### src/pce_pkg.sv
`default_nettype none

package pce_pkg;

	// Field widths
	localparam int DUR_W  = 24;
	localparam int SIZE_W = 16;
	localparam int EST_W  = 24;
	localparam int DIFF_W = 25;
	localparam int STEP_W = 12;
	localparam int CFG_W  = 16;
	localparam int IDX_W  = 2;

	// Register reset values
	localparam logic [SIZE_W-1:0] MIN_RST  = 16'd320;
	localparam logic [SIZE_W-1:0] MAX_RST  = 16'd4000;
	localparam logic [STEP_W-1:0] STEP_RST = 12'd80;

	// Bin margins added to the cover bin and the top bin
	localparam int COVER_MARGIN = 2;
	localparam int LECT_MARGIN  = 10;

	typedef enum logic [1:0] {
		REQ_READ  = 2'd0,
		REQ_UP    = 2'd1,
		REQ_DOWN  = 2'd2,
		REQ_ADOPT = 2'd3
	} req_t;

	typedef enum logic [IDX_W-1:0] {
		CFG_MIN_CUSHION  = 2'd0,
		CFG_MAX_CUSHION  = 2'd1,
		CFG_STEP_SIZE    = 2'd2,
		CFG_LECTURE_MODE = 2'd3
	} cfg_idx_t;

	typedef enum logic [3:0] {
		ST_INIT,
		ST_INIT_WAIT,
		ST_IDLE,
		ST_ISSUE,
		ST_DIV,
		ST_DEC,
		ST_INC_RD,
		ST_INC,
		ST_SCAN,
		ST_MUL,
		ST_EST,
		ST_OUT
	} state_t;

	// Controller to datapath commands
	typedef struct packed {
		logic init;
		logic div_go;
		logic set_start;
		logic accept;
		logic bin_calc;
		logic dec;
		logic inc_rd;
		logic inc;
		logic scan;
		logic est_mul;
		logic est_set;
		logic size_upd;
		logic out_load;
	} cmd_t;

	// Datapath to controller status
	typedef struct packed {
		logic div_done;
		logic scan_done;
		logic out_free;
		req_t req;
	} sts_t;

endpackage

`default_nettype wire

### src/pce_if.sv
`default_nettype none

// Request channel.
interface pce_req_if;
	logic                       valid;
	logic                       ready;
	logic [1:0]                 req_type;
	logic [pce_pkg::DUR_W-1:0]  read_duration;

	modport source(output valid, output req_type, output read_duration, input ready);
	modport sink(input valid, input req_type, input read_duration, output ready);
endinterface

// Result channel.
interface pce_rsp_if;
	logic                        valid;
	logic                        ready;
	logic [pce_pkg::SIZE_W-1:0]  cur_size;
	logic [pce_pkg::EST_W-1:0]   est_value;
	logic signed [pce_pkg::DIFF_W-1:0] estimate_minus_size;
	logic                        behind_flag;

	modport source(output valid, output cur_size, output est_value,
		output estimate_minus_size, output behind_flag, input ready);
	modport sink(input valid, input cur_size, input est_value,
		input estimate_minus_size, input behind_flag, output ready);
endinterface

`default_nettype wire

### src/pce_div.sv
`default_nettype none

// Restoring divider, one quotient bit per cycle.
module pce_div (
	input  wire logic                        clk,
	input  wire logic                        arst_n,
	input  wire logic                        start,
	input  wire logic [pce_pkg::DUR_W-1:0]   dividend,
	input  wire logic [pce_pkg::STEP_W-1:0]  divisor,
	output logic      [pce_pkg::DUR_W-1:0]   quot,
	output logic      [pce_pkg::STEP_W-1:0]  rem,
	output logic                             done
);
	import pce_pkg::*;

	localparam int CNT_W = $clog2(DUR_W);

	logic              busy_q;
	logic              done_q;
	logic [CNT_W-1:0]  cnt_q;
	logic [DUR_W-1:0]  quot_q;
	logic [STEP_W-1:0] rem_q;
	logic [STEP_W-1:0] div_q;
	logic [STEP_W:0]   trial;
	logic              ge;

	// One trial subtraction per cycle.
	assign trial = {rem_q, quot_q[DUR_W-1]};
	assign ge    = trial >= {1'b0, div_q};

	// Control of the iteration.
	always_ff @(posedge clk or negedge arst_n) begin
		if (!arst_n) begin
			busy_q <= 1'b0;
			done_q <= 1'b0;
			cnt_q  <= '0;
		end else begin
			done_q <= 1'b0;
			if (start) begin
				busy_q <= 1'b1;
				cnt_q  <= '0;
			end else if (busy_q) begin
				if (cnt_q == CNT_W'(DUR_W - 1)) begin
					busy_q <= 1'b0;
					done_q <= 1'b1;
				end
				cnt_q <= cnt_q + 1'b1;
			end
		end
	end

	// Partial remainder and quotient.
	always_ff @(posedge clk) begin
		if (start) begin
			quot_q <= dividend;
			rem_q  <= '0;
			div_q  <= divisor;
		end else if (busy_q) begin
			quot_q <= {quot_q[DUR_W-2:0], ge};
			rem_q  <= ge ? STEP_W'(trial - {1'b0, div_q}) : trial[STEP_W-1:0];
		end
	end

	assign quot = quot_q;
	assign rem  = rem_q;
	assign done = done_q;

endmodule

`default_nettype wire

### src/pce_ctrl.sv
`default_nettype none

// Sequencer of the estimator.
module pce_ctrl (
	input  wire logic          clk,
	input  wire logic          arst_n,
	input  wire logic          cfg_we,
	input  wire logic          in_valid,
	output logic               in_ready,
	input  wire pce_pkg::sts_t sts,
	output pce_pkg::cmd_t      cmd
);
	import pce_pkg::*;

	state_t state_q;
	state_t state_d;

	// Next state.
	always_comb begin
		state_d = state_q;
		case (state_q)
			ST_INIT:      state_d = ST_INIT_WAIT;
			ST_INIT_WAIT: if (sts.div_done) state_d = ST_IDLE;
			ST_IDLE:      if (in_valid) state_d = ST_ISSUE;
			ST_ISSUE: begin
				if (sts.req == REQ_READ || sts.req == REQ_ADOPT) state_d = ST_DIV;
				else state_d = ST_OUT;
			end
			ST_DIV: begin
				if (sts.div_done) state_d = (sts.req == REQ_READ) ? ST_DEC : ST_OUT;
			end
			ST_DEC:    state_d = ST_INC_RD;
			ST_INC_RD: state_d = ST_INC;
			ST_INC:    state_d = ST_SCAN;
			ST_SCAN:   if (sts.scan_done) state_d = ST_MUL;
			ST_MUL:    state_d = ST_EST;
			ST_EST:    state_d = ST_OUT;
			ST_OUT:    if (sts.out_free) state_d = ST_IDLE;
			default:   state_d = ST_INIT;
		endcase
		if (cfg_we) state_d = ST_INIT;
	end

	// Commands.
	always_comb begin
		cmd      = '0;
		in_ready = 1'b0;
		case (state_q)
			ST_INIT: begin
				cmd.init   = 1'b1;
				cmd.div_go = 1'b1;
			end
			ST_INIT_WAIT: cmd.set_start = sts.div_done;
			ST_IDLE: begin
				in_ready   = !cfg_we;
				cmd.accept = in_valid && !cfg_we;
			end
			ST_ISSUE: begin
				if (sts.req == REQ_READ || sts.req == REQ_ADOPT) cmd.div_go = 1'b1;
				else cmd.size_upd = 1'b1;
			end
			ST_DIV: begin
				cmd.bin_calc = sts.div_done && (sts.req == REQ_READ);
				cmd.size_upd = sts.div_done && (sts.req != REQ_READ);
			end
			ST_DEC:    cmd.dec      = 1'b1;
			ST_INC_RD: cmd.inc_rd   = 1'b1;
			ST_INC:    cmd.inc      = 1'b1;
			ST_SCAN:   cmd.scan     = 1'b1;
			ST_MUL:    cmd.est_mul  = 1'b1;
			ST_EST:    cmd.est_set  = 1'b1;
			ST_OUT:    cmd.out_load = sts.out_free;
			default:   cmd = '0;
		endcase
	end

	always_ff @(posedge clk or negedge arst_n) begin
		if (!arst_n) state_q <= ST_INIT;
		else state_q <= state_d;
	end

endmodule

`default_nettype wire

### src/pce_dp.sv
`default_nettype none

// Datapath: registers, window memory, histogram memory, scan and size arithmetic.
module pce_dp #(
	parameter int WINDOW      = 250,
	parameter int BINS        = 51,
	parameter int COVER_COUNT = 225
) (
	input  wire logic                        clk,
	input  wire logic                        arst_n,
	input  wire logic                        cfg_we,
	input  wire logic [pce_pkg::IDX_W-1:0]   cfg_index,
	input  wire logic [pce_pkg::CFG_W-1:0]   cfg_wdata,
	input  wire logic [1:0]                  in_req_type,
	input  wire logic [pce_pkg::DUR_W-1:0]   in_read_duration,
	input  wire pce_pkg::cmd_t               cmd,
	output pce_pkg::sts_t                    sts,
	output logic                             div_go,
	output logic      [pce_pkg::DUR_W-1:0]   div_dividend,
	output logic      [pce_pkg::STEP_W-1:0]  div_divisor,
	input  wire logic [pce_pkg::DUR_W-1:0]   div_quot,
	input  wire logic [pce_pkg::STEP_W-1:0]  div_rem,
	input  wire logic                        div_done,
	output logic                             out_valid,
	input  wire logic                        out_ready,
	output logic      [pce_pkg::SIZE_W-1:0]  out_size,
	output logic      [pce_pkg::EST_W-1:0]   out_estimate,
	output logic signed [pce_pkg::DIFF_W-1:0] out_diff,
	output logic                             out_behind
);
	import pce_pkg::*;

	localparam int BIN_W  = $clog2(BINS);
	localparam int SLOT_W = $clog2(WINDOW);
	localparam int CNT_W  = $clog2(WINDOW + 1);
	localparam int SUM_W  = $clog2(WINDOW + COVER_COUNT + 1);
	localparam int SEL_W  = BIN_W + 2;
	localparam int PROD_W = SEL_W + STEP_W;
	localparam logic [BIN_W-1:0] LAST_BIN = BIN_W'(BINS - 1);

	// Configuration registers.
	logic [SIZE_W-1:0] min_q;
	logic [SIZE_W-1:0] max_q;
	logic [STEP_W-1:0] step_q;
	logic              lect_q;
	logic [STEP_W-1:0] step_eff;

	always_ff @(posedge clk or negedge arst_n) begin
		if (!arst_n) begin
			min_q  <= MIN_RST;
			max_q  <= MAX_RST;
			step_q <= STEP_RST;
			lect_q <= 1'b0;
		end else if (cfg_we) begin
			case (cfg_idx_t'(cfg_index))
				CFG_MIN_CUSHION:  min_q  <= cfg_wdata;
				CFG_MAX_CUSHION:  max_q  <= cfg_wdata;
				CFG_STEP_SIZE:    step_q <= cfg_wdata[STEP_W-1:0];
				CFG_LECTURE_MODE: lect_q <= cfg_wdata[0];
				default:          lect_q <= lect_q;
			endcase
		end
	end

	assign step_eff = (step_q == '0) ? STEP_W'(1) : step_q;

	// Latched request.
	req_t             req_q;
	logic [DUR_W-1:0] dur_q;

	always_ff @(posedge clk) begin
		if (cmd.accept) begin
			req_q <= req_t'(in_req_type);
			dur_q <= in_read_duration;
		end
	end

	// Divider operands.
	logic [EST_W-1:0] est_q;
	logic [DUR_W-1:0] min_ext;

	assign min_ext     = DUR_W'(min_q);
	assign div_go      = cmd.div_go;
	assign div_divisor = step_eff;
	always_comb begin
		if (cmd.init) div_dividend = DUR_W'({min_q, 1'b0});
		else if (req_q == REQ_READ) div_dividend = (dur_q > min_ext) ? dur_q : min_ext;
		else div_dividend = est_q;
	end

	// Start bin of a fresh window.
	logic [BIN_W-1:0] start_q;

	always_ff @(posedge clk or negedge arst_n) begin
		if (!arst_n) start_q <= '0;
		else if (cmd.set_start)
			start_q <= (div_quot > DUR_W'(BINS - 1)) ? LAST_BIN : div_quot[BIN_W-1:0];
	end

	// Bin of the new read, rounded up, with overflow into the last bin.
	logic [DUR_W:0]   ceil_w;
	logic             behind_w;
	logic [BIN_W-1:0] bin_q;
	logic             behind_q;

	assign ceil_w   = {1'b0, div_quot} + (DUR_W + 1)'(div_rem != '0);
	assign behind_w = ceil_w > (DUR_W + 1)'(BINS - 1);

	always_ff @(posedge clk) begin
		if (cmd.bin_calc) begin
			bin_q    <= behind_w ? LAST_BIN : ceil_w[BIN_W-1:0];
			behind_q <= behind_w;
		end
	end

	// Window memory; slots not yet written since init read as the start bin.
	logic [BIN_W-1:0]  win_mem [WINDOW];
	logic [BIN_W-1:0]  win_rdata_q;
	logic [SLOT_W-1:0] slot_q;
	logic              wrapped_q;
	logic [BIN_W-1:0]  old_bin;
	logic [BIN_W-1:0]  old_q;

	always_ff @(posedge clk) begin
		if (cmd.accept) win_rdata_q <= win_mem[slot_q];
		if (cmd.dec) win_mem[slot_q] <= bin_q;
	end

	always_ff @(posedge clk or negedge arst_n) begin
		if (!arst_n) begin
			slot_q    <= '0;
			wrapped_q <= 1'b0;
		end else if (cmd.init) begin
			slot_q    <= '0;
			wrapped_q <= 1'b0;
		end else if (cmd.dec) begin
			if (slot_q == SLOT_W'(WINDOW - 1)) begin
				slot_q    <= '0;
				wrapped_q <= 1'b1;
			end else begin
				slot_q <= slot_q + 1'b1;
			end
		end
	end

	assign old_bin = wrapped_q ? win_rdata_q : start_q;

	always_ff @(posedge clk) begin
		if (cmd.bin_calc) old_q <= old_bin;
	end

	// Histogram memory; entries not written since init read as the reset histogram.
	logic [CNT_W-1:0] cnt_mem [BINS];
	logic [BINS-1:0]  cnt_vld_q;
	logic [CNT_W-1:0] cnt_mem_rd_q;
	logic             vld_rd_q;
	logic             start_rd_q;
	logic [CNT_W-1:0] cnt_rdata;
	logic             cnt_rd_en;
	logic [BIN_W-1:0] cnt_rd_addr;
	logic             cnt_we;
	logic [BIN_W-1:0] cnt_wr_addr;
	logic [CNT_W-1:0] cnt_wdata;
	logic [BIN_W-1:0] scan_rd_q;
	logic             issued_all_q;
	logic             scan_issue;

	assign scan_issue  = cmd.scan && !issued_all_q;
	assign cnt_rd_en   = cmd.bin_calc || cmd.inc_rd || scan_issue;
	assign cnt_rd_addr = cmd.bin_calc ? old_bin : (cmd.inc_rd ? bin_q : scan_rd_q);
	assign cnt_we      = cmd.dec || cmd.inc;
	assign cnt_wr_addr = cmd.dec ? old_q : bin_q;
	assign cnt_rdata   = vld_rd_q ? cnt_mem_rd_q : (start_rd_q ? CNT_W'(WINDOW) : '0);
	always_comb begin
		if (cmd.dec) cnt_wdata = (cnt_rdata != '0) ? cnt_rdata - 1'b1 : cnt_rdata;
		else cnt_wdata = cnt_rdata + 1'b1;
	end

	always_ff @(posedge clk) begin
		if (cnt_rd_en) begin
			cnt_mem_rd_q <= cnt_mem[cnt_rd_addr];
			vld_rd_q     <= cnt_vld_q[cnt_rd_addr];
			start_rd_q   <= (cnt_rd_addr == start_q);
		end
		if (cnt_we) cnt_mem[cnt_wr_addr] <= cnt_wdata;
	end

	always_ff @(posedge clk or negedge arst_n) begin
		if (!arst_n) cnt_vld_q <= '0;
		else if (cmd.init) cnt_vld_q <= '0;
		else if (cnt_we) cnt_vld_q[cnt_wr_addr] <= 1'b1;
	end

	// Histogram scan: one bin read per cycle, accumulated in the cycle after its read.
	logic             scan_v_s1;
	logic [BIN_W-1:0] scan_k_s1;
	logic [SUM_W-1:0] acc_q;
	logic [SUM_W-1:0] cov_cnt_q;
	logic [BIN_W-1:0] cov_idx_q;
	logic [BIN_W:0]   top_q;
	logic             stop_q;
	logic [SUM_W-1:0] acc_n;

	assign acc_n = acc_q + SUM_W'(cnt_rdata);

	always_ff @(posedge clk or negedge arst_n) begin
		if (!arst_n) begin
			scan_rd_q    <= '0;
			issued_all_q <= 1'b0;
			scan_v_s1    <= 1'b0;
			stop_q       <= 1'b0;
			acc_q        <= '0;
			cov_cnt_q    <= '0;
			cov_idx_q    <= '0;
			top_q        <= '0;
		end else if (cmd.inc) begin
			scan_rd_q    <= '0;
			issued_all_q <= 1'b0;
			scan_v_s1    <= 1'b0;
			stop_q       <= 1'b0;
			acc_q        <= '0;
			cov_cnt_q    <= '0;
			cov_idx_q    <= '0;
			top_q        <= '0;
		end else begin
			scan_v_s1 <= scan_issue;
			if (scan_issue) begin
				if (scan_rd_q == LAST_BIN) issued_all_q <= 1'b1;
				else scan_rd_q <= scan_rd_q + 1'b1;
			end
			if (scan_v_s1 && !stop_q) begin
				acc_q <= acc_n;
				if (cov_cnt_q < SUM_W'(COVER_COUNT)) begin
					cov_cnt_q <= cov_cnt_q + SUM_W'(cnt_rdata);
					cov_idx_q <= scan_k_s1;
				end
				top_q  <= (BIN_W + 1)'(scan_k_s1) + 1'b1;
				stop_q <= (acc_n >= SUM_W'(WINDOW)) || (scan_k_s1 == LAST_BIN);
			end
		end
	end

	always_ff @(posedge clk) begin
		if (scan_issue) scan_k_s1 <= scan_rd_q;
	end

	// Estimate: bounded bin count times the step, raised to the minimum.
	logic [SEL_W-1:0]  lower;
	logic [SEL_W-1:0]  upper;
	logic [SEL_W-1:0]  sel;
	logic [PROD_W-1:0] prod_q;

	assign lower = SEL_W'(cov_idx_q) + (lect_q ? SEL_W'(LECT_MARGIN) : SEL_W'(COVER_MARGIN));
	assign upper = SEL_W'(top_q) + (lect_q ? SEL_W'(LECT_MARGIN) : SEL_W'(0));
	assign sel   = (lower < upper) ? lower : upper;

	always_ff @(posedge clk) begin
		if (cmd.est_mul) prod_q <= sel * step_eff;
	end

	always_ff @(posedge clk or negedge arst_n) begin
		if (!arst_n) est_q <= EST_W'({MIN_RST, 1'b0});
		else if (cmd.init) est_q <= EST_W'({min_q, 1'b0});
		else if (cmd.est_set)
			est_q <= (EST_W'(prod_q) < EST_W'(min_q)) ? EST_W'(min_q) : EST_W'(prod_q);
	end

	// Cushion size updates, clamped to the configured range.
	logic [SIZE_W-1:0] size_q;
	logic [DIFF_W-1:0] size_raw;
	logic [DIFF_W-1:0] size_lo;

	always_comb begin
		case (req_q)
			REQ_UP:   size_raw = DIFF_W'(size_q) + DIFF_W'(step_eff);
			REQ_DOWN: size_raw = (size_q > SIZE_W'(step_eff)) ?
				DIFF_W'(size_q - SIZE_W'(step_eff)) : '0;
			REQ_ADOPT: size_raw = DIFF_W'(est_q) + DIFF_W'(step_eff) - DIFF_W'(div_rem);
			default:  size_raw = DIFF_W'(size_q);
		endcase
		size_lo = (size_raw < DIFF_W'(min_q)) ? DIFF_W'(min_q) : size_raw;
	end

	always_ff @(posedge clk or negedge arst_n) begin
		if (!arst_n) size_q <= '0;
		else if (cmd.size_upd)
			size_q <= (size_lo > DIFF_W'(max_q)) ? max_q : size_lo[SIZE_W-1:0];
	end

	// Output register.
	logic out_valid_q;

	always_ff @(posedge clk or negedge arst_n) begin
		if (!arst_n) out_valid_q <= 1'b0;
		else if (cmd.out_load) out_valid_q <= 1'b1;
		else if (out_ready) out_valid_q <= 1'b0;
	end

	always_ff @(posedge clk) begin
		if (cmd.out_load) begin
			out_size     <= size_q;
			out_estimate <= est_q;
			out_diff     <= DIFF_W'(est_q) - DIFF_W'(size_q);
			out_behind   <= (req_q == REQ_READ) && behind_q;
		end
	end

	assign out_valid     = out_valid_q;
	assign sts.div_done  = div_done;
	assign sts.scan_done = stop_q;
	assign sts.out_free  = !out_valid_q || out_ready;
	assign sts.req       = req_q;

	// The histogram port never reads and writes in the same cycle.
	a_cnt_port: assert property (@(posedge clk) disable iff (!arst_n)
		!(cnt_rd_en && cnt_we))
		else $error("histogram read and write collide");

	// The running total of a scan never passes the window length.
	a_acc_bound: assert property (@(posedge clk) disable iff (!arst_n)
		acc_q <= SUM_W'(WINDOW))
		else $error("histogram scan total exceeds window");

	// A new estimate is never below the minimum in force when it was set.
	a_est_min: assert property (@(posedge clk) disable iff (!arst_n)
		cmd.est_set |=> est_q >= EST_W'($past(min_q)))
		else $error("estimate below minimum cushion");

	// A loaded result is presented on the next cycle.
	a_out_load: assert property (@(posedge clk) disable iff (!arst_n)
		cmd.out_load |=> out_valid_q)
		else $error("loaded result not presented");

	// The write slot stays inside the window.
	a_slot: assert property (@(posedge clk) disable iff (!arst_n)
		slot_q <= SLOT_W'(WINDOW - 1))
		else $error("write slot out of range");

endmodule

`default_nettype wire

### src/playout_cushion_estimator_unit.sv
`default_nettype none

// Channel  Modport  Payload                                               Request moves
// req      sink     req_type, read_duration                               one request
// rsp      source   cur_size, est_value, estimate_minus_size,             one result
//                   behind_flag
// cfg      plain    cfg_we, cfg_index, cfg_wdata                          one register write
//
// A recorded read runs the 24-step divider, then scans the single-port histogram memory
// up to the bin where the running count reaches the window length, or to the last bin.
// Adopt runs the divider as well; step requests (up, down) do not use it.
// After reset, and after a register write, the block recomputes the start bin on the
// divider with req.ready low.
// One request is in flight at a time; a finished result waits in the output register
// while the next request is accepted.
module playout_cushion_estimator_unit #(
	parameter int WINDOW      = 250,
	parameter int BINS        = 51,
	parameter int COVER_COUNT = 225
) (
	input  wire logic                        clk,
	input  wire logic                        arst_n,
	pce_req_if.sink                          req,
	pce_rsp_if.source                        rsp,
	input  wire logic                        cfg_we,
	input  wire logic [pce_pkg::IDX_W-1:0]   cfg_index,
	input  wire logic [pce_pkg::CFG_W-1:0]   cfg_wdata
);
	import pce_pkg::*;

	cmd_t              cmd;
	sts_t              sts;
	logic              div_go;
	logic [DUR_W-1:0]  div_dividend;
	logic [STEP_W-1:0] div_divisor;
	logic [DUR_W-1:0]  div_quot;
	logic [STEP_W-1:0] div_rem;
	logic              div_done;

	pce_ctrl u_ctrl (
		.clk      (clk),
		.arst_n   (arst_n),
		.cfg_we   (cfg_we),
		.in_valid (req.valid),
		.in_ready (req.ready),
		.sts      (sts),
		.cmd      (cmd)
	);

	pce_div u_div (
		.clk      (clk),
		.arst_n   (arst_n),
		.start    (div_go),
		.dividend (div_dividend),
		.divisor  (div_divisor),
		.quot     (div_quot),
		.rem      (div_rem),
		.done     (div_done)
	);

	pce_dp #(
		.WINDOW      (WINDOW),
		.BINS        (BINS),
		.COVER_COUNT (COVER_COUNT)
	) u_dp (
		.clk              (clk),
		.arst_n           (arst_n),
		.cfg_we           (cfg_we),
		.cfg_index        (cfg_index),
		.cfg_wdata        (cfg_wdata),
		.in_req_type      (req.req_type),
		.in_read_duration (req.read_duration),
		.cmd              (cmd),
		.sts              (sts),
		.div_go           (div_go),
		.div_dividend     (div_dividend),
		.div_divisor      (div_divisor),
		.div_quot         (div_quot),
		.div_rem          (div_rem),
		.div_done         (div_done),
		.out_valid        (rsp.valid),
		.out_ready        (rsp.ready),
		.out_size         (rsp.cur_size),
		.out_estimate     (rsp.est_value),
		.out_diff         (rsp.estimate_minus_size),
		.out_behind       (rsp.behind_flag)
	);

endmodule

`default_nettype wire

### src/flat_wrapper.sv
// flat-port wrapper written by rule: the top's interface ports become plain ports
module playout_cushion_estimator_unit_flat import pce_pkg::*;
#(
	parameter int WINDOW      = 250,
	parameter int BINS        = 51,
	parameter int COVER_COUNT = 225
)
  (clk, arst_n, cfg_we, cfg_index, cfg_wdata, req_valid, req_req_type, req_read_duration, req_ready, rsp_valid, rsp_cur_size, rsp_est_value, rsp_estimate_minus_size, rsp_behind_flag, rsp_ready);
  pce_req_if req_i ();
  pce_rsp_if rsp_i ();
  input  wire logic clk;
  input  wire logic arst_n;
  input  wire logic cfg_we;
  input  wire logic [pce_pkg::IDX_W-1:0] cfg_index;
  input  wire logic [pce_pkg::CFG_W-1:0] cfg_wdata;
  input wire logic [$bits(req_i.valid)-1:0] req_valid;
  input wire logic [$bits(req_i.req_type)-1:0] req_req_type;
  input wire logic [$bits(req_i.read_duration)-1:0] req_read_duration;
  output wire logic [$bits(req_i.ready)-1:0] req_ready;
  output wire logic [$bits(rsp_i.valid)-1:0] rsp_valid;
  output wire logic [$bits(rsp_i.cur_size)-1:0] rsp_cur_size;
  output wire logic [$bits(rsp_i.est_value)-1:0] rsp_est_value;
  output wire logic [$bits(rsp_i.estimate_minus_size)-1:0] rsp_estimate_minus_size;
  output wire logic [$bits(rsp_i.behind_flag)-1:0] rsp_behind_flag;
  input wire logic [$bits(rsp_i.ready)-1:0] rsp_ready;
  assign req_i.valid = req_valid;
  assign req_i.req_type = req_req_type;
  assign req_i.read_duration = req_read_duration;
  assign req_ready = req_i.ready;
  assign rsp_valid = rsp_i.valid;
  assign rsp_cur_size = rsp_i.cur_size;
  assign rsp_est_value = rsp_i.est_value;
  assign rsp_estimate_minus_size = rsp_i.estimate_minus_size;
  assign rsp_behind_flag = rsp_i.behind_flag;
  assign rsp_i.ready = rsp_ready;
  playout_cushion_estimator_unit #(.WINDOW(WINDOW), .BINS(BINS), .COVER_COUNT(COVER_COUNT)) u_core (.clk(clk), .arst_n(arst_n), .req(req_i), .rsp(rsp_i), .cfg_we(cfg_we), .cfg_index(cfg_index), .cfg_wdata(cfg_wdata));
endmodule
### config.mk
export PLATFORM = sky130hd
export DESIGN_NAME = playout_cushion_estimator_unit_flat
export DESIGN_NICKNAME = d
export VERILOG_FILES = /design/src/pce_pkg.sv /design/src/pce_if.sv /design/src/pce_div.sv /design/src/pce_ctrl.sv /design/src/pce_dp.sv /design/src/playout_cushion_estimator_unit.sv /design/src/flat_wrapper.sv
export SDC_FILE = /design/constraint.sdc
export NUM_CORES = 2
export LEC_CHECK = 0
export ABC_CLOCK_PERIOD_IN_PS = 15800
export BUFFER_PORTS_ARGS = -buffer_cell sky130_fd_sc_hd__buf_4
export CAP_MARGIN = 20
export CORE_MARGIN = 2
export CORE_UTILIZATION = 30
export CTS_CLUSTER_SIZE = 16
export DETAILED_ROUTE_END_ITERATION = 6
export GPL_ROUTABILITY_DRIVEN = 0
export GPL_TIMING_DRIVEN = 0
export PLACE_DENSITY = 0.4
export REMOVE_ABC_BUFFERS = 1
export SKIP_CTS_REPAIR_TIMING = 1
export SYNTH_ARGS = -nofsm -noshare
export SYNTH_HDL_FRONTEND = slang
export SYNTH_SLANG_ARGS = --single-unit
### constraint.sdc
create_clock -name clk -period 15.8 [get_ports clk]
set_clock_uncertainty 0.1 [all_clocks]
set_input_delay 4.74 -clock clk [delete_from_list [all_inputs] [get_ports clk]]
set_output_delay 4.74 -clock clk [all_outputs]
set_load 0.03 [all_outputs]
## Word-level counts from Yosys, hierarchy flattened

Memories as Yosys holds them, arrays and structs flattened. A register that Yosys moved wholly into a read port is not among the register bits.
Cells that the tools add are included.

| cells by class | value |
|---|---|
| add/sub/neg operators | 17 |
| $mul | 1 |
| div/mod/pow operators | 0 |
| $lt $le $gt $ge | 14 |
| equal/unequal tests | 28 |
| shift operators | 0 |
| muxes and demuxes | 96 |
| bitwise logic cells | 1 |
| reductions and logical operators | 43 |

Operators with widths:

| operator | count |
|---|---|
| 24-bit two-way mux | 7 |
| 51-bit two-way mux | 2 |
| 25-bit one-hot mux with 3 select lines | 1 |
| 6-bit two-way mux | 11 |
| 8-bit two-way mux | 8 |
| 51-bit bitwise OR | 1 |
| 25-bit two-way mux | 2 |
| 4-bit one-hot mux with 12 select lines | 1 |
| 9-bit two-way mux | 5 |
| 4-bit two-way mux | 10 |
| 1-bit two-way mux | 37 |
| 24-bit by 1-bit adder with 25-bit output | 1 |
| 24-bit by 12-bit adder with 25-bit output | 1 |
| 25-bit by 16-bit greater-than comparator with 1-bit output | 1 |
| 25-bit by 6-bit greater-than comparator with 1-bit output (second input constant) | 1 |
| 25-bit by 16-bit less-than comparator with 1-bit output | 1 |
| 24-bit by 16-bit subtractor with 25-bit output | 1 |
| 25-bit by 12-bit subtractor with 25-bit output | 1 |
| 24-bit by 16-bit greater-than comparator with 1-bit output | 1 |
| 24-bit by 6-bit greater-than comparator with 1-bit output (second input constant) | 1 |
| 12-bit two-way mux | 2 |
| 2-bit nonzero test | 11 |
| 20-bit by 16-bit less-than comparator with 1-bit output | 1 |
| 8-bit by 12-bit multiplier with 20-bit output | 1 |
| other kinds (47) | 91 |

| storage, ports and cells | value |
|---|---|
| register bits after elaboration | 384 |
| bits in latches | 0 |
| bits in writable memories | 1,908 |
| ROM bits | 0 |
| input port bits | 49 |
| output and inout bits | 68 |
| word-level logic and storage cells | 241 |
| memories | 2 |

Memories:

| memory | depth | bits a word | rd ports | clocked after Yosys merged registers in | wr ports | line | source |
|---|---|---|---|---|---|---|---|
| u_core.u_dp.win_mem | 250 | 6 | 1 | 1 | 1 | pce_dp.sv:117 | `logic [BIN_W-1:0] win_mem [WINDOW];` |
| u_core.u_dp.cnt_mem | 51 | 8 | 1 | 1 | 1 | pce_dp.sv:153 | `logic [CNT_W-1:0] cnt_mem [BINS];` |

## Depth between registers and ports, before layout

| logic depth | value |
|---|---|
| word-level depth | 10 |
| depth in mapped cells | 40 |
| gate-level depth less buffers | 36 |

## Hierarchy

A second synthesis with hierarchy kept.

| unflattened totals | value |
|---|---|
| cell total of the unflattened synthesis | 6,094 |
| area total of the unflattened synthesis | 101,458.6 µm² |

Modules (own cells, without submodules):

| module | times used | cells each | area each (µm²) | seq. area each (µm²) |
|---|---|---|---|---|
| pce_dp | 1 | 5,768 | 98,014.0 | 66,308.6 |
| pce_div | 1 | 252 | 2,920.3 | 1,496.4 |
| pce_ctrl | 1 | 74 | 524.3 | 100.1 |

## Worst setup path after synthesis

No wires, ideal clock.

| timing path | value |
|---|---|
| path kind | in2out |
| from | input cfg_we |
| to | output req_ready |
| arrival | 5.649 ns |
| data required time | 10.960 ns |
| slack | 5.311 ns |
| cell stages on the path | 2 |
| buffers on the path | 1 |
| cells stage by stage | clkbuf_1 > nor3_1 |

| between the ends | value |
|---|---|
| longest elaborated chain between the ends | 2 |

Ends and longest elaborated chain:

| element | line | source |
|---|---|---|
| start: declaration | flat_wrapper.sv:13 | `input wire logic cfg_we;` |
| 1-bit logical NOT | pce_ctrl.sv:55 | `in_ready = !cfg_we;` |
| 1-bit two-way mux | pce_ctrl.sv:48 | `case (state_q)` |
| end: declaration | flat_wrapper.sv:19 | `output wire logic [$bits(req_i.ready)-1:0] req_ready;` |

Every way passes these cells.

## Worst setup path after layout

| timing path | value |
|---|---|
| from | register u_core.u_dp.step_q[5] |
| to | register u_core.u_dp.size_q[0] |

| between the ends | value |
|---|---|
| longest elaborated chain between the ends | 9 |
| elaborated cells on any way between the ends | 13 |
| classes of those cells | add/sub (4); order compare (3); mux (5); reduce/logical (1) |

Ends and longest elaborated chain:

| element | line | source |
|---|---|---|
| start: declaration | pce_dp.sv:44 | `logic [STEP_W-1:0] step_q;` |
| start signal: assignment | pce_dp.sv:58 | `CFG_STEP_SIZE: step_q <= cfg_wdata[STEP_W-1:0];` |
| 12-bit logical NOT | pce_dp.sv:65 | `assign step_eff = (step_q == '0) ? STEP_W'(1) : step_q;` |
| 12-bit two-way mux * | pce_dp.sv:65 |  |
| 24-bit by 12-bit adder with 25-bit output, or another cell as far along | pce_dp.sv:278 | `REQ_ADOPT: size_raw = DIFF_W'(est_q) + DIFF_W'(step_eff) - DIFF_W'(div_rem);` |
| 25-bit by 12-bit subtractor with 25-bit output or 25-bit two-way mux (tied branches) | pce_dp.sv:278, pce_dp.sv:276 |  |
| 25-bit one-hot mux with 3 select lines * | pce_dp.sv:274 | `case (req_q)` |
| 25-bit by 16-bit less-than comparator with 1-bit output | pce_dp.sv:281 | `size_lo = (size_raw < DIFF_W'(min_q)) ? DIFF_W'(min_q) : size_raw;` |
| 25-bit two-way mux * | pce_dp.sv:281 |  |
| 25-bit by 16-bit greater-than comparator with 1-bit output | pce_dp.sv:287 | `size_q <= (size_lo > DIFF_W'(max_q)) ? max_q : size_lo[SIZE_W-1:0];` |
| 16-bit two-way mux * | pce_dp.sv:287 |  |
| end signal: assignment | pce_dp.sv:287 |  |
| end: declaration | pce_dp.sv:269 | `logic [SIZE_W-1:0] size_q;` |

Mark *: on every way between the ends. The rest lies on a longest branch, timed or not.
A chain may end at the register's enable or synchronous reset.

==> impl.org <==
** Run
- Max Cap Violations :: 0

** STA
- Final hold vios :: 0
- The worst path needs 11.27 ns of the cycle, external delays included.
- Timing would allow up to 0.0887 GHz.
- The number of slew-limit violations in the final report was 0.
- The worst pin sits at a relative slew slack of 20.4%.
- Setup violations remaining at the end of the flow were counted as 0.
- Setup repair after global routing missed its margin :: false
- Worst Hold Margin :: 0.386 ns
- For the pin with the worst max-slew slack, the measured transition is 1.18 ns.
- Setup_tns :: 0 ns
- Post-route clock period utilization :: 71.4%

** Pwr
- IR analysis of the VDD net gives a maximum drop of 0.313 mV.
- Summed over all cells, the static leakage comes to 38.8 nW.
- In this run the power density over the cells is 169 nW/µm².

** Place
- Including well taps, the total number of placed cells is 10.6k.
- Summing all placed instances gives a cell area of 111000 µm².
- Detailed placement finished with a half-perimeter wire length of 201 mm.
- Number of port buffers :: 112

** Setup path
- STA classifies the critical path startpoint as a flop.
- For this run, the slowest stage of the critical path takes 0.89 ns.
- Among all stages on the critical path, the largest delay is contributed by sky130_fd_sc_hd__dfrtp_1.
- Required time of the critical path :: 16.41 ns
- Kind of end point of the critical path :: flop
- For the worst setup path, the data arrival time is 11.88 ns.
- Cell seen most often among critical-path stages :: sky130_fd_sc_hd__ha_1
- The critical path contains buffers and inverters numbering 3 combined.
- Broken down by cell family, the worst path's largest delay share belongs to compound AO/OA/AOI/OAI gates.
- Critical-path maximum fanout :: 15
- The worst setup path is of the reg -> reg kind.

** Synthesis
- Among all flip-flop cells after synthesis, the most frequent one is sky130_fd_sc_hd__edfxtp_1.
- Fraction of the mapped netlist area in compound gates :: 5.19%
- Post-synth ARST share :: 8.66%
- Summed over its instances, the top area cell type makes up 61.8% of the synthesized netlist area.
- Synthesis inferred 2298 register bits.
- The cell count after synthesis came out at 6149.
- By area, the combinational part of the netlist is dominated by multiplexers.
- Share of the yosys chip area belonging to registers :: 67.0%
- In this run the mean area of a mapped cell was 16.5 µm².
- After synthesis, the share of cell area in mux cells is 14.3%.
- The synthesized netlist devotes 4.32% of its cell area to adder and majority cells.
- Count of warnings emitted by yosys :: 0
- Synth Area in Simple Gates :: 5.93%
- After Yosys synthesis, XOR and XNOR cells account for 0.899% of the synthesized area.
- By area the synthesized netlist is led by sky130_fd_sc_hd__edfxtp_1 62%, sky130_fd_sc_hd__mux4_2 13%, sky130_fd_sc_hd__dfrtp_1 4.6%.
- The netlist uses 88 different library cells.
- Library cell occupying the most area in the post-synthesis netlist :: sky130_fd_sc_hd__edfxtp_1
- Post-Syn Area :: 101000 µm²
- Yosys mapped a number of flops with a built-in enable equal to 2087.

** Floorplanning
- Total I/O pin count :: 117
- The core region is 337000 µm².
- Once the floorplan was initialized, standard cells occupied 30.1% of the core.
- The floorplan step set the die width to 585 µm.
- Row Count :: 213
- Vertical extent of the die :: 585 µm
- The die covers 343000 µm².

** CTS
- Clk_lat worst skew :: 0.89 ns
- After clock tree synthesis, the clock-pin slew on the worst setup and hold paths is 0.06 ns.
- The tree built by TritonCTS fans out to 2298 sinks.
- TritonCTS clock tree :: done
- Number of buffers created by CTS :: 271
- Counting along the longest clock path gives a buffer depth of 4.
- Number of H-tree branching levels :: 5
- CTS placed an instance of sky130_fd_sc_hd__clkbuf_16 at the clock tree root.

** Final layout
- Post-route cell area :: 119000 µm²
- The net count of the finished layout is 6742.
- Final instance count without filler cells :: 11.1k
- Total of fill cells in the finished design :: 31.8k
- Registers take 67900 µm².
- Proportion of layout cells with a drive suffix above 1 :: 20.7%
- Summing all multi-input logic gate instances after layout gives 31500 µm².
- For this run, the share of the core covered by cells in the final layout is 35.5%.
- The area growth from synthesis to layout is 17.9%.

** GRT
- Antenna violations before repair :: 17
- Vias in the first global route :: 57.7k
- The first global-routing pass estimated 424 mm of wire.
- Across every metal layer, demand over resource in global routing totals 17.0%.
- Gr ovfl total :: 0
- Entering global routing, the biggest net connects 87 pins.

** Drt
- Using the TritonRoute via totals, the vias-per-cell ratio works out to 5.00.
- Dividing the detail-routed wire length by the instance count gives 26.4 µm.
- In the routed design, unresolved DRC markers number 0.
- The first TritonRoute pass finished after 7 iterations.
- Summed over all layers, the routed wires come to 294 mm.
- For this block, the via count after detailed routing is 55.6k.
- After the first detailed-routing iteration, the DRC count stood at 4152.
- Detail Route Antenna Nets :: 0

** Min path
- Hold WC Path Type :: reg -> reg

** Outcome
- The flow ran to the end, and the final reports show no timing, DRC or antenna violations.
## power breakdown
group	switching, mW	internal [mW]	total (mW)
sequential	0.298	7.01	7.31
combinational	4.02	2.80	6.82
clock	2.51	3.55	6.07
total	6.83	13.4	20.2
## layout by cell type, fill, tap and decap left out, types with 108 or more instances in the layout
cell type and n:
sky130_fd_sc_hd__edfxtp_1 2087, sky130_fd_sc_hd__nor2_1 615, sky130_fd_sc_hd__mux4_2 573, sky130_fd_sc_hd__clkbuf_16 279, sky130_fd_sc_hd__inv_1 256, sky130_fd_sc_hd__nand2_1 231, sky130_fd_sc_hd__ha_1 224, sky130_fd_sc_hd__a21oi_1 186
sky130_fd_sc_hd__dfrtp_1 183, sky130_fd_sc_hd__o21ai_0 146, sky130_fd_sc_hd__buf_4 121, sky130_fd_sc_hd__buf_16 108
## final cells by class
cell class	count	area share (%)
sequential	2298	56.8
inverter	257	0.807
timing repair buffer	297	4.16
multi-input combinational	3265	26.4
antenna	2	0.00419
clock buffer	356	6.15
tap	4515	4.73
clock inverter	131	0.924
## state kept, by name (all words and copies together) (netlist names), 7 cells and up
name and cells:
u_core.u_div.div_q 12, u_core.u_div.quot 24, u_core.u_div.rem 12, u_core.u_dp.acc_q 9
u_core.u_dp.cnt_mem 408, u_core.u_dp.cnt_mem_rd_q 8, u_core.u_dp.cnt_vld_q 51, u_core.u_dp.cov_cnt_q 9
u_core.u_dp.dur_q 24, u_core.u_dp.est_q 20, u_core.u_dp.max_q 16, u_core.u_dp.min_q 16
u_core.u_dp.out_diff 25, u_core.u_dp.out_estimate 20, u_core.u_dp.out_size 16, u_core.u_dp.prod_q 20
u_core.u_dp.size_q 16, u_core.u_dp.slot_q 8, u_core.u_dp.step_q 12, u_core.u_dp.top_q 7
u_core.u_dp.win_mem 1500
## worst min-delay path, delay by kind of cell, from the launching register on
kind	cells	cell delay (ns)
DFF	1	0.33
and+or+nand+nor	2	0.12
## per-layer routing
metal	vias up	global-route usage [%]	part of all wire (%)
met5	-	0	0
met4	0	4.10	2.3
met3	363	2.01	3.9
met2	1163	28.2	49
met1	29500	23.7	45
li1	24600	-	-
## synthesized netlist by cell type (all sizes together) (27+ instances only)
library cell,number
nand3,119
nor2b,84
a211oi,91
a21oi,195
mux2i,101
ha,225
xnor2,77
clkbuf,243
nand2b,40
mux4,573
nor2,624
nand2,231
o31ai,27
xor2,27
nand4,41
nor3,60
fa,78
a21o,46
o21ai,153
mux2,55
edfxtp,2087
inv,256
and2,34
dfrtp,187
buf,100
## metrics by stage
step / worst slack [ns] / power, mW
floorplan: -0.886 / 12.2
global placement: -11.55 / 14.5
detailed placement: 4.42 / 14.4
CTS: 4.40 / 20.6
global route: 3.66 / 21.5
finish: 4.53 / 20.2
## final timing paths
check                                                       from                                     to  slack, ns  cells after the start
setup / recovery               u_core.u_dp.step_q[5]$_DFFE_PN0P_      u_core.u_dp.size_q[0]$_DFFE_PN0P_       4.53                     34
hold / removal             u_core.u_dp.cnt_vld_q[30]$_DFFE_PN0P_  u_core.u_dp.cnt_vld_q[30]$_DFFE_PN0P_       0.39                      2
setup reg to reg               u_core.u_dp.step_q[5]$_DFFE_PN0P_      u_core.u_dp.size_q[0]$_DFFE_PN0P_       4.53                     34
hold reg to reg            u_core.u_dp.cnt_vld_q[30]$_DFFE_PN0P_  u_core.u_dp.cnt_vld_q[30]$_DFFE_PN0P_       0.39                      2
max in group asynchronous                                 arst_n  u_core.u_dp.cnt_vld_q[30]$_DFFE_PN0P_      10.61                      3
min in group asynchronous                                 arst_n     u_core.u_dp.size_q[14]$_DFFE_PN0P_       3.72                      1
## cells by family (layout without fill, tap and decap cells)
kind of cell	Yosys count	after routing
fa+ha+maj	303	303
other cells	2	18
compound gates	785	785
xor+xnor	104	104
flops	2298	2298
mux	729	729
buf+inv	600	1041
simple gates	1328	1328
(Power assumes the default switching activity.)
